$ cat src/sv/bmad_pkg.sv
// ============================================================================
// bmad_pkg
// Shared types, constants and decode functions for the banked memory access
// decoder: access and result item layouts, address map limits, card masks.
// ============================================================================
package bmad_pkg;

    localparam int AddrWidth  = 16;
    localparam int PhysWidth  = 18;
    localparam int ByteWidth  = 8;
    localparam int OffWidth   = 10;
    localparam int BankWidth  = 3;
    localparam int CardWidth  = 6;
    localparam int CfgIdxWidth  = 1;
    localparam int CfgDataWidth = 6;

    // access kinds
    localparam logic OP_READ  = 1'b0;
    localparam logic OP_WRITE = 1'b1;

    // configuration register indexes
    localparam logic [CfgIdxWidth-1:0] REG_RAM_BANK        = 1'd0;
    localparam logic [CfgIdxWidth-1:0] REG_CARDS_INSTALLED = 1'd1;

    localparam logic                 RAM_BANK_RESET = 1'b0;
    localparam logic [CardWidth-1:0] CARDS_RESET    = 6'd4;

    // card mask bits
    localparam logic [CardWidth-1:0] CARD_210M  = 6'h01;
    localparam logic [CardWidth-1:0] CARD_211M  = 6'h02;
    localparam logic [CardWidth-1:0] CARD_212M  = 6'h04;
    localparam logic [CardWidth-1:0] CARD_2H16M = 6'h08;
    localparam logic [CardWidth-1:0] CARD_2H32M = 6'h10;
    localparam logic [CardWidth-1:0] CARD_2H64M = 6'h20;

    // logical address map
    localparam logic [AddrWidth-1:0] LCD_BASE     = 16'h2800;
    localparam logic [AddrWidth-1:0] LCD_LAST     = 16'h2B7B;
    localparam logic [AddrWidth-1:0] BANK_BASE    = 16'h3400;
    localparam logic [AddrWidth-1:0] BANK_LAST    = 16'h35FF;
    localparam logic [AddrWidth-1:0] KEY_BASE     = 16'h3E00;
    localparam logic [AddrWidth-1:0] IO_LAST      = 16'h3FFF;
    localparam logic [AddrWidth-1:0] ROM_BASE     = 16'h4000;
    localparam logic [AddrWidth-1:0] ROM_LAST     = 16'h7FFF;
    localparam logic [AddrWidth-1:0] RAM_BASE     = 16'h8000;

    // translation offsets
    localparam logic [PhysWidth-1:0] ROM_OFFSET    = 18'h0C000;
    localparam logic [PhysWidth-1:0] RAM_OFFSET    = 18'h28000;

    localparam logic [BankWidth-1:0] BANK_MASK     = 3'h7;
    localparam logic [ByteWidth-1:0] KEY_ALL       = 8'h7F;

    typedef struct packed {
        logic                 operation;
        logic [AddrWidth-1:0] cpu_address;
        logic [ByteWidth-1:0] write_byte;
    } access_t;

    typedef struct packed {
        logic [PhysWidth-1:0] physical_address;
        logic                 permitted;
        logic                 lcd_dirty;
        logic [OffWidth-1:0]  lcd_offset;
        logic                 key_strobe_valid;
        logic [ByteWidth-1:0] key_strobe;
    } result_t;

    function automatic logic [CardWidth-1:0] card_need(input logic [PhysWidth-1:0] phys);
        logic [CardWidth-1:0] m;
        m = '0;
        if (phys >= 18'h30000 && phys <= 18'h33FFF)
            m = CARD_2H64M | CARD_2H32M;
        else if (phys >= 18'h34000 && phys <= 18'h35FFF)
            m = CARD_2H64M | CARD_2H32M | CARD_2H16M;
        else if (phys >= 18'h36000 && phys <= 18'h36FFF)
            m = CARD_2H64M | CARD_2H32M | CARD_2H16M | CARD_212M;
        else if (phys >= 18'h37000 && phys <= 18'h377FF)
            m = CARD_2H64M | CARD_2H32M | CARD_2H16M | CARD_212M | CARD_211M;
        else if (phys >= 18'h37800 && phys <= 18'h37FFF)
            m = CARD_2H64M | CARD_2H32M | CARD_2H16M | CARD_212M | CARD_211M | CARD_210M;
        else if (phys >= 18'h38000)
            m = CARD_2H64M;
        return m;
    endfunction

    function automatic logic [ByteWidth-1:0] key_decode(input logic [ByteWidth-1:0] b);
        logic [ByteWidth-1:0] s;
        s = '0;
        unique case (b[3:0])
            4'd1:    s = 8'h01;
            4'd2:    s = 8'h02;
            4'd3:    s = 8'h04;
            4'd4:    s = 8'h08;
            4'd5:    s = 8'h10;
            4'd6:    s = 8'h20;
            4'd7:    s = 8'h40;
            4'd8:    s = 8'h80;
            4'd15:   s = KEY_ALL;
            default: s = '0;
        endcase
        return s;
    endfunction

endpackage

$ cat src/sv/banked_memory_access_decoder.sv
// ============================================================================
// banked_memory_access_decoder
// Decodes one CPU bus access per cycle while not stalled: bank translation,
// write permission, LCD dirty offset and keyboard strobe; holds the ROM bank, RAM bank and cards_installed registers.
// ============================================================================
//  channel | direction | handshake           | payload
//  in      | input     | in_valid / in_stall   | in_item  (access_t)
//  out     | output    | out_valid / out_stall | out_item (result_t)
//  cfg     | input     | cfg_we              | cfg_index, cfg_data
//
//  One item per cycle while in_stall is low; a taken item is held in the
//  input register s1_reg, then its decoded result in the result register
//  out_reg, which drives out_item.
//  Reset clears the pipeline valid bits, rom_bank to 0, ram_bank to 0,
//  cards_installed to 4. A stalled result holds; in_stall rises only when
//  both registers are full and out_stall is high.
// ============================================================================
module banked_memory_access_decoder (
    input  logic                                   clk,
    input  logic                                   rst_n,
    input  logic                                   in_valid,
    output logic                                   in_stall,
    input  bmad_pkg::access_t                      in_item,
    output logic                                   out_valid,
    input  logic                                   out_stall,
    output bmad_pkg::result_t                      out_item,
    input  logic                                   cfg_we,
    input  logic [bmad_pkg::CfgIdxWidth-1:0]       cfg_index,
    input  logic [bmad_pkg::CfgDataWidth-1:0]      cfg_data
);
    import bmad_pkg::*;

    logic                 s1_valid_reg;
    access_t              s1_reg;
    logic                 out_valid_reg;
    result_t              out_reg;
    logic [BankWidth-1:0] rom_bank_reg;
    logic [BankWidth-1:0] rom_bank_next;
    logic                 ram_bank_reg;
    logic [CardWidth-1:0] cards_reg;

    logic                 out_free;
    logic                 s1_move;
    logic                 in_take;
    logic                 bank_load;
    result_t              res_next;
    logic [AddrWidth-1:0] a;
    logic [PhysWidth-1:0] phys;
    logic [PhysWidth-1:0] addr_ext;

    assign out_free = !out_valid_reg || !out_stall;
    assign s1_move  = s1_valid_reg && out_free;
    assign in_stall = s1_valid_reg && !out_free;
    assign in_take  = in_valid && !in_stall;

    assign a        = s1_reg.cpu_address;
    assign addr_ext = {{(PhysWidth-AddrWidth){1'b0}}, a};

    always_comb
    begin
        if (a >= ROM_BASE && a <= ROM_LAST)
            phys = addr_ext + ROM_OFFSET + {1'b0, rom_bank_reg, 14'b0};
        else if (a >= RAM_BASE)
            phys = addr_ext + RAM_OFFSET + {2'b0, ram_bank_reg, 15'b0};
        else
            phys = addr_ext;
    end

    always_comb
    begin
        res_next                  = '0;
        res_next.physical_address = phys;
        bank_load                 = 1'b0;
        priority if (s1_reg.operation == OP_READ)
            res_next.permitted = 1'b1;
        else if (a < LCD_BASE)
            res_next.permitted = 1'b0;
        else if (a <= LCD_LAST)
        begin
            res_next.permitted  = 1'b1;
            res_next.lcd_dirty  = 1'b1;
            res_next.lcd_offset = OffWidth'(a - LCD_BASE);
        end
        else if (a >= BANK_BASE && a <= BANK_LAST)
        begin
            res_next.permitted = 1'b1;
            bank_load          = 1'b1;
        end
        else if (a >= KEY_BASE && a <= IO_LAST)
        begin
            res_next.permitted        = 1'b1;
            res_next.key_strobe_valid = 1'b1;
            res_next.key_strobe       = key_decode(s1_reg.write_byte);
        end
        else if (a <= IO_LAST)
            res_next.permitted = 1'b1;
        else if (a <= ROM_LAST)
            res_next.permitted = 1'b0;
        else
            res_next.permitted = (card_need(phys) & cards_reg) != '0;
    end

    assign rom_bank_next = (s1_move && bank_load)
                         ? (s1_reg.write_byte[BankWidth-1:0] & BANK_MASK)
                         : rom_bank_reg;

    always_ff @(posedge clk or negedge rst_n)
    begin
        if (!rst_n)
        begin
            s1_valid_reg  <= 1'b0;
            out_valid_reg <= 1'b0;
            rom_bank_reg  <= '0;
            ram_bank_reg  <= RAM_BANK_RESET;
            cards_reg     <= CARDS_RESET;
        end
        else
        begin
            if (!s1_valid_reg || s1_move)
                s1_valid_reg <= in_take;
            if (out_free)
                out_valid_reg <= s1_valid_reg;
            rom_bank_reg <= rom_bank_next;
            if (cfg_we)
            begin
                unique case (cfg_index)
                    REG_RAM_BANK:        ram_bank_reg <= cfg_data[0];
                    REG_CARDS_INSTALLED: cards_reg    <= cfg_data[CardWidth-1:0];
                    default:             ;
                endcase
            end
        end
    end

    // payload: load on take, hold on stall
    always_ff @(posedge clk)
    begin
        if (in_take)
            s1_reg <= in_item;
        if (s1_move)
            out_reg <= res_next;
    end

    assign out_valid = out_valid_reg;
    assign out_item  = out_reg;

    a_bank_hold: assert property (@(posedge clk) disable iff (!rst_n)
        !(s1_move && bank_load) |=> $stable(rom_bank_reg))
        else $error("rom bank changed without a bank load");

    a_flags_exclusive: assert property (@(posedge clk) disable iff (!rst_n)
        out_valid_reg |-> !(out_reg.lcd_dirty && out_reg.key_strobe_valid))
        else $error("lcd and key flags both set");

    a_stall_cause: assert property (@(posedge clk) disable iff (!rst_n)
        in_stall |-> (s1_valid_reg && out_valid_reg && out_stall))
        else $error("input stalled without a full pipeline");

    a_no_loss: assert property (@(posedge clk) disable iff (!rst_n)
        (out_valid_reg && out_stall) |=> out_valid_reg)
        else $error("stalled result dropped");

endmodule
$ cat config.mk
export PLATFORM = sky130hd
export DESIGN_NAME = banked_memory_access_decoder
export DESIGN_NICKNAME = d
export VERILOG_FILES = /design/src/sv/bmad_pkg.sv /design/src/sv/banked_memory_access_decoder.sv
export SDC_FILE = /design/constraint.sdc
export NUM_CORES = 1
export LEC_CHECK = 0
export BUFFER_PORTS_ARGS = -buffer_cell sky130_fd_sc_hd__buf_2
export CELL_PAD_IN_SITES_DETAIL_PLACEMENT = 0
export CELL_PAD_IN_SITES_GLOBAL_PLACEMENT = 1
export CORE_AREA = 2 2 86 88
export CTS_BUF_LIST = sky130_fd_sc_hd__clkbuf_8 sky130_fd_sc_hd__clkbuf_16
export DETAILED_ROUTE_END_ITERATION = 16
export DIE_AREA = 0 0 88 90
export MAX_ROUTING_LAYER = met4
export PLACE_DENSITY_LB_ADDON = 0.1
export SLEW_MARGIN = 20
export SYNTH_ARGS = -nofsm -noshare
export SYNTH_HDL_FRONTEND = slang
export SYNTH_SLANG_ARGS = --single-unit
$ cat constraint.sdc
create_clock -name clk -period 6.1 [get_ports clk]
set_clock_uncertainty 0.15 [all_clocks]
set_input_delay 0.305 -clock clk [delete_from_list [all_inputs] [get_ports clk]]
set_output_delay 0.305 -clock clk [all_outputs]
set_load 0.01 [all_outputs]
==> impl_metrics.xml <==
<?xml version="1.0" encoding="UTF-8"?>
<metrics>
  <group name="clock_network">
    <metric name="tritoncts" unit="">yes</metric>
    <metric name="cts_buffers" unit="">9</metric>
    <metric name="clkSinkCount" unit="">80</metric>
    <metric name="clockBufferDepth" unit="">2</metric>
    <metric name="cts_setup_buffers" unit="">0</metric>
    <metric name="clk_pin_slew_worst_paths" unit="ps">80</metric>
    <metric name="cts-htree-levels" unit="">3</metric>
    <metric name="buffer_type_at_the_clock_tree_root" unit="">clkbuf_8</metric>
    <metric name="cts_resized" unit="">0</metric>
    <metric name="cts.hold.buffers_added" unit="">22</metric>
    <metric name="clk_latency" unit="ps">350</metric>
  </group>
  <group name="synthesis">
    <metric name="yosys_most_used_dff" unit="">edfxtp_1</metric>
    <metric name="synth_edf_count" unit="">60</metric>
    <metric name="sequential_share_of_the_synthesized_area" unit="">0.729</metric>
    <metric name="synth.top_cells.by_area" unit="">edfxtp_1 (58%), dfrtp_1 (8.9%), dfxtp_1 (5.2%)</metric>
    <metric name="gate_count_of_the_mapped_netlist" unit="">202</metric>
    <metric name="synth_top_family_by_area" unit="">simple AND/OR/NAND/NOR gates</metric>
    <metric name="post_synthesis_instance_area" unit="mm^2">0.00311</metric>
    <metric name="share_of_yosys_cell_area_claimed_by_the_top_area_cell_type" unit="">0.580</metric>
    <metric name="yosys.area_share.simple" unit="">0.108</metric>
    <metric name="synth_top_area_cell" unit="">edfxtp_1</metric>
    <metric name="synth_async_sr_flop_share" unit="">0.150</metric>
    <metric name="number_of_synthesized_register_bits" unit="">80</metric>
    <metric name="post_synth_num_cell_types" unit="">41</metric>
    <metric name="post-synth-top-count-cell" unit="">edfxtp_1</metric>
    <metric name="synth_warnings" unit="">0</metric>
    <metric name="synth.top_cells.by_count" unit="">edfxtp_1 (60), and2_1 (19), inv_1 (14), dfrtp_1 (11), nand2_1 (9)</metric>
    <metric name="synthAdderAreaFrac" unit="">0.0226</metric>
    <metric name="muxShareOfSynthArea" unit="">0.0596</metric>
    <metric name="synth_nets" unit="">244</metric>
    <metric name="post_synth.cell_area_avg" unit="um^2">15.4</metric>
    <metric name="synth_xor_area_frac" unit="">0.00846</metric>
    <metric name="synth_compound_area_frac" unit="">0.0516</metric>
  </group>
  <group name="sta">
    <metric name="rsz0062_at_grt" unit="">no</metric>
    <metric name="max_slew_violations" unit="">0</metric>
    <metric name="period_minus_slack" unit="ps">3180</metric>
    <metric name="worstMarginPinSlew" unit="ps">899</metric>
    <metric name="setup_viol_count_final" unit="">0</metric>
    <metric name="max_slew_margin" unit="">0.401</metric>
    <metric name="maxClockFrequency" unit="MHz">314</metric>
    <metric name="timing_hold_violations_final" unit="">0</metric>
    <metric name="tns" unit="ps">0</metric>
    <metric name="worst_slack" unit="ps">2920</metric>
    <metric name="post-route-period-util" unit="">0.522</metric>
  </group>
  <group name="worst_setup_path">
    <metric name="critPathMaxFanout" unit="">7</metric>
    <metric name="reg2regPathDepth" unit="">10</metric>
    <metric name="start_kind" unit="">flip-flop</metric>
    <metric name="timing.setup.critical_path_class" unit="">reg -&gt; reg</metric>
    <metric name="crit_arrival" unit="ps">3210</metric>
    <metric name="ff2ff_setup_slack" unit="ps">2920</metric>
    <metric name="r2r_start" unit="">a[15]$_DFFE_PP_</metric>
    <metric name="r2r-end" unit="">out_item[20]$_SDFFCE_PN1P_</metric>
    <metric name="critPathCaptureType" unit="">flip-flop</metric>
    <metric name="worst_ep_required_time" unit="ps">6130</metric>
  </group>
  <group name="cells_and_area">
    <metric name="final.fill_count" unit="">583</metric>
    <metric name="final_nets" unit="">348</metric>
    <metric name="largest_register_ff_count" unit="">39</metric>
    <metric name="n_antenna_cell" unit="">0</metric>
    <metric name="utilization" unit="">0.569</metric>
    <metric name="final_cell_area" unit="mm^2">0.00399</metric>
    <metric name="fin_cells" unit="">410</metric>
    <metric name="area_growth_syn_to_layout" unit="%">28.5</metric>
    <metric name="layout-drive-gt1-share" unit="">0.331</metric>
    <metric name="area.sequential" unit="mm^2">0.00226</metric>
    <metric name="area_of_the_multi_input_gates" unit="um^2">777</metric>
  </group>
  <group name="route">
    <metric name="drc_errors" unit="">0</metric>
    <metric name="dr.first_iter.drc_count" unit="">102</metric>
    <metric name="wire_per_inst" unit="um">12.8</metric>
    <metric name="via_count" unit="">1900</metric>
    <metric name="antenna_left" unit="">0</metric>
    <metric name="detailedRoute.firstPassIterationCount" unit="">4</metric>
    <metric name="vias_per_cell" unit="">4.63</metric>
    <metric name="wl" unit="mm">5.25</metric>
  </group>
  <group name="global_route">
    <metric name="antenna_violations_before_repair" unit="">0</metric>
    <metric name="largest_net_degree_at_the_start_of_global_routing" unit="">41</metric>
    <metric name="grt_usage" unit="">0.147</metric>
    <metric name="grt_first_pass_wirelength" unit="mm">8.40</metric>
    <metric name="grt_pass1_vias" unit="">1756</metric>
    <metric name="total_global_routing_overflow" unit="">0</metric>
  </group>
  <group name="placement">
    <metric name="post-place-ws" unit="ps">2940</metric>
    <metric name="hpwlAfterDp" unit="mm">3.66</metric>
    <metric name="dp.cells" unit="">372</metric>
    <metric name="gp_congestion" unit="">0.821</metric>
    <metric name="dpl-instance-area" unit="mm^2">0.00358</metric>
    <metric name="quantity_of_i_o_buffers_inserted_on_ports" unit="">73</metric>
  </group>
  <group name="die">
    <metric name="fp.dieArea" unit="mm^2">0.00792</metric>
    <metric name="fp.dieH" unit="um">90</metric>
    <metric name="die-width" unit="um">88</metric>
    <metric name="design.portCount" unit="">78</metric>
    <metric name="starting_utilization_of_the_core_area" unit="">0.443</metric>
    <metric name="core_footprint" unit="mm^2">0.00702</metric>
    <metric name="floorplan.rows" unit="">31</metric>
  </group>
  <group name="power">
    <metric name="cellInternalPower" unit="uW">877</metric>
    <metric name="p_leak" unit="uW">0.00168</metric>
    <metric name="powerDensity" unit="mW/mm^2">287</metric>
    <metric name="power_frac_clock" unit="">0.324</metric>
    <metric name="power_switching_share" unit="">0.235</metric>
    <metric name="power.net_switching" unit="uW">269</metric>
    <metric name="comb_power_share" unit="">0.106</metric>
    <metric name="p_seq_frac" unit="">0.570</metric>
    <metric name="peakVddDrop" unit="mV">0.110</metric>
  </group>
  <group name="status">
    <metric name="outcome" unit="">completed</metric>
  </group>
  <group name="worst_hold_path">
    <metric name="hold_path_startpoint" unit="">in_valid</metric>
    <metric name="hold_path.class" unit="">in -&gt; reg</metric>
    <metric name="whs_path_depth" unit="">2</metric>
    <metric name="min_to" unit="">s1_valid_reg$_DFFE_PN0P_</metric>
  </group>
  <group name="job">
    <metric name="timing.max_cap.violations" unit="">0</metric>
  </group>
</metrics>
## power groups by stage
stage                     Sequential, uW  Combinational, uW  Clock (uW)
after floorplan                      671               60.4           0
after global placement               665                112           0
after detailed placement             666                114           0
after CTS                            654                125         377
after global routing                 659                138         401
final                                653                122         371
## cell type report
type | count | share of cell area
clock inverters | 7 | 0.0166
well taps | 99 | 0.0310
multi-input cells | 106 | 0.195
inverters | 14 | 0.0132
repair buffers | 95 | 0.147
clock buffers | 9 | 0.0310
flip-flops and latches | 80 | 0.567
## stage by stage
stage	hold WS, ps	power (uW)
finish	11.5	1150
floorplan	-141	732
global placement	49.9	778
CTS	0.759	1160
detailed placement	53.0	780
global route	20.9	1200
## per-layer routing
layer	up-vias	wire (um)	GRT usage
li1	953	-	-
met1	871	2400	0.177
met5	-	0	-
met4	0	118	0.0731
met3	12	301	0.0404
met2	64	2430	0.225
## worst max path at each step
| stage | from | end | cells after the start |
|---|---|---|---|
| after floorplan | a[15]$_DFFE_PP_ | out_item[20]$_SDFFCE_PN1P_ | 10 |
| after global placement | a[15]$_DFFE_PP_ | out_item[20]$_SDFFCE_PN1P_ | 10 |
| after detailed placement | a[15]$_DFFE_PP_ | out_item[20]$_SDFFCE_PN1P_ | 10 |
| after CTS | a[15]$_DFFE_PP_ | out_item[20]$_SDFFCE_PN1P_ | 10 |
| after global routing | a[15]$_DFFE_PP_ | out_item[20]$_SDFFCE_PN1P_ | 10 |
| final | a[15]$_DFFE_PP_ | out_item[20]$_SDFFCE_PN1P_ | 10 |
## critical path, stage by stage, from the launching register on
cell      delay [ps]
edfxtp_1         460
inv_1            240
ha_1             270
inv_1             60
ha_1             150
fa_1             400
nor2b_1          160
a31oi_1          250
mux2_2           370
a221o_1          300
a22oi_1          200
## cell families after synthesis
kind of cell / Yosys count
multiplexers: 16
flip-flops: 80
adder cells (fa/ha/maj): 5
AND/OR/NAND/NOR: 58
buffers and inverters: 16
XOR/XNOR: 3
AO/OA/AOI/OAI: 24
## cell usage in the layout, fill, tap and decap left out, types with 5 or more instances in the layout
cell type and instances:
mux2i_1 5, edfxtp_1 60, mux2_2 8, nand2_1 9, dlygate4sd3_1 22, dfxtp_1 8
and2_1 18, clkbuf_8 9, dfrtp_1 11, a21oi_1 8, nand3_1 6, inv_1 17
buf_2 73
(Power assumes the default switching activity.)
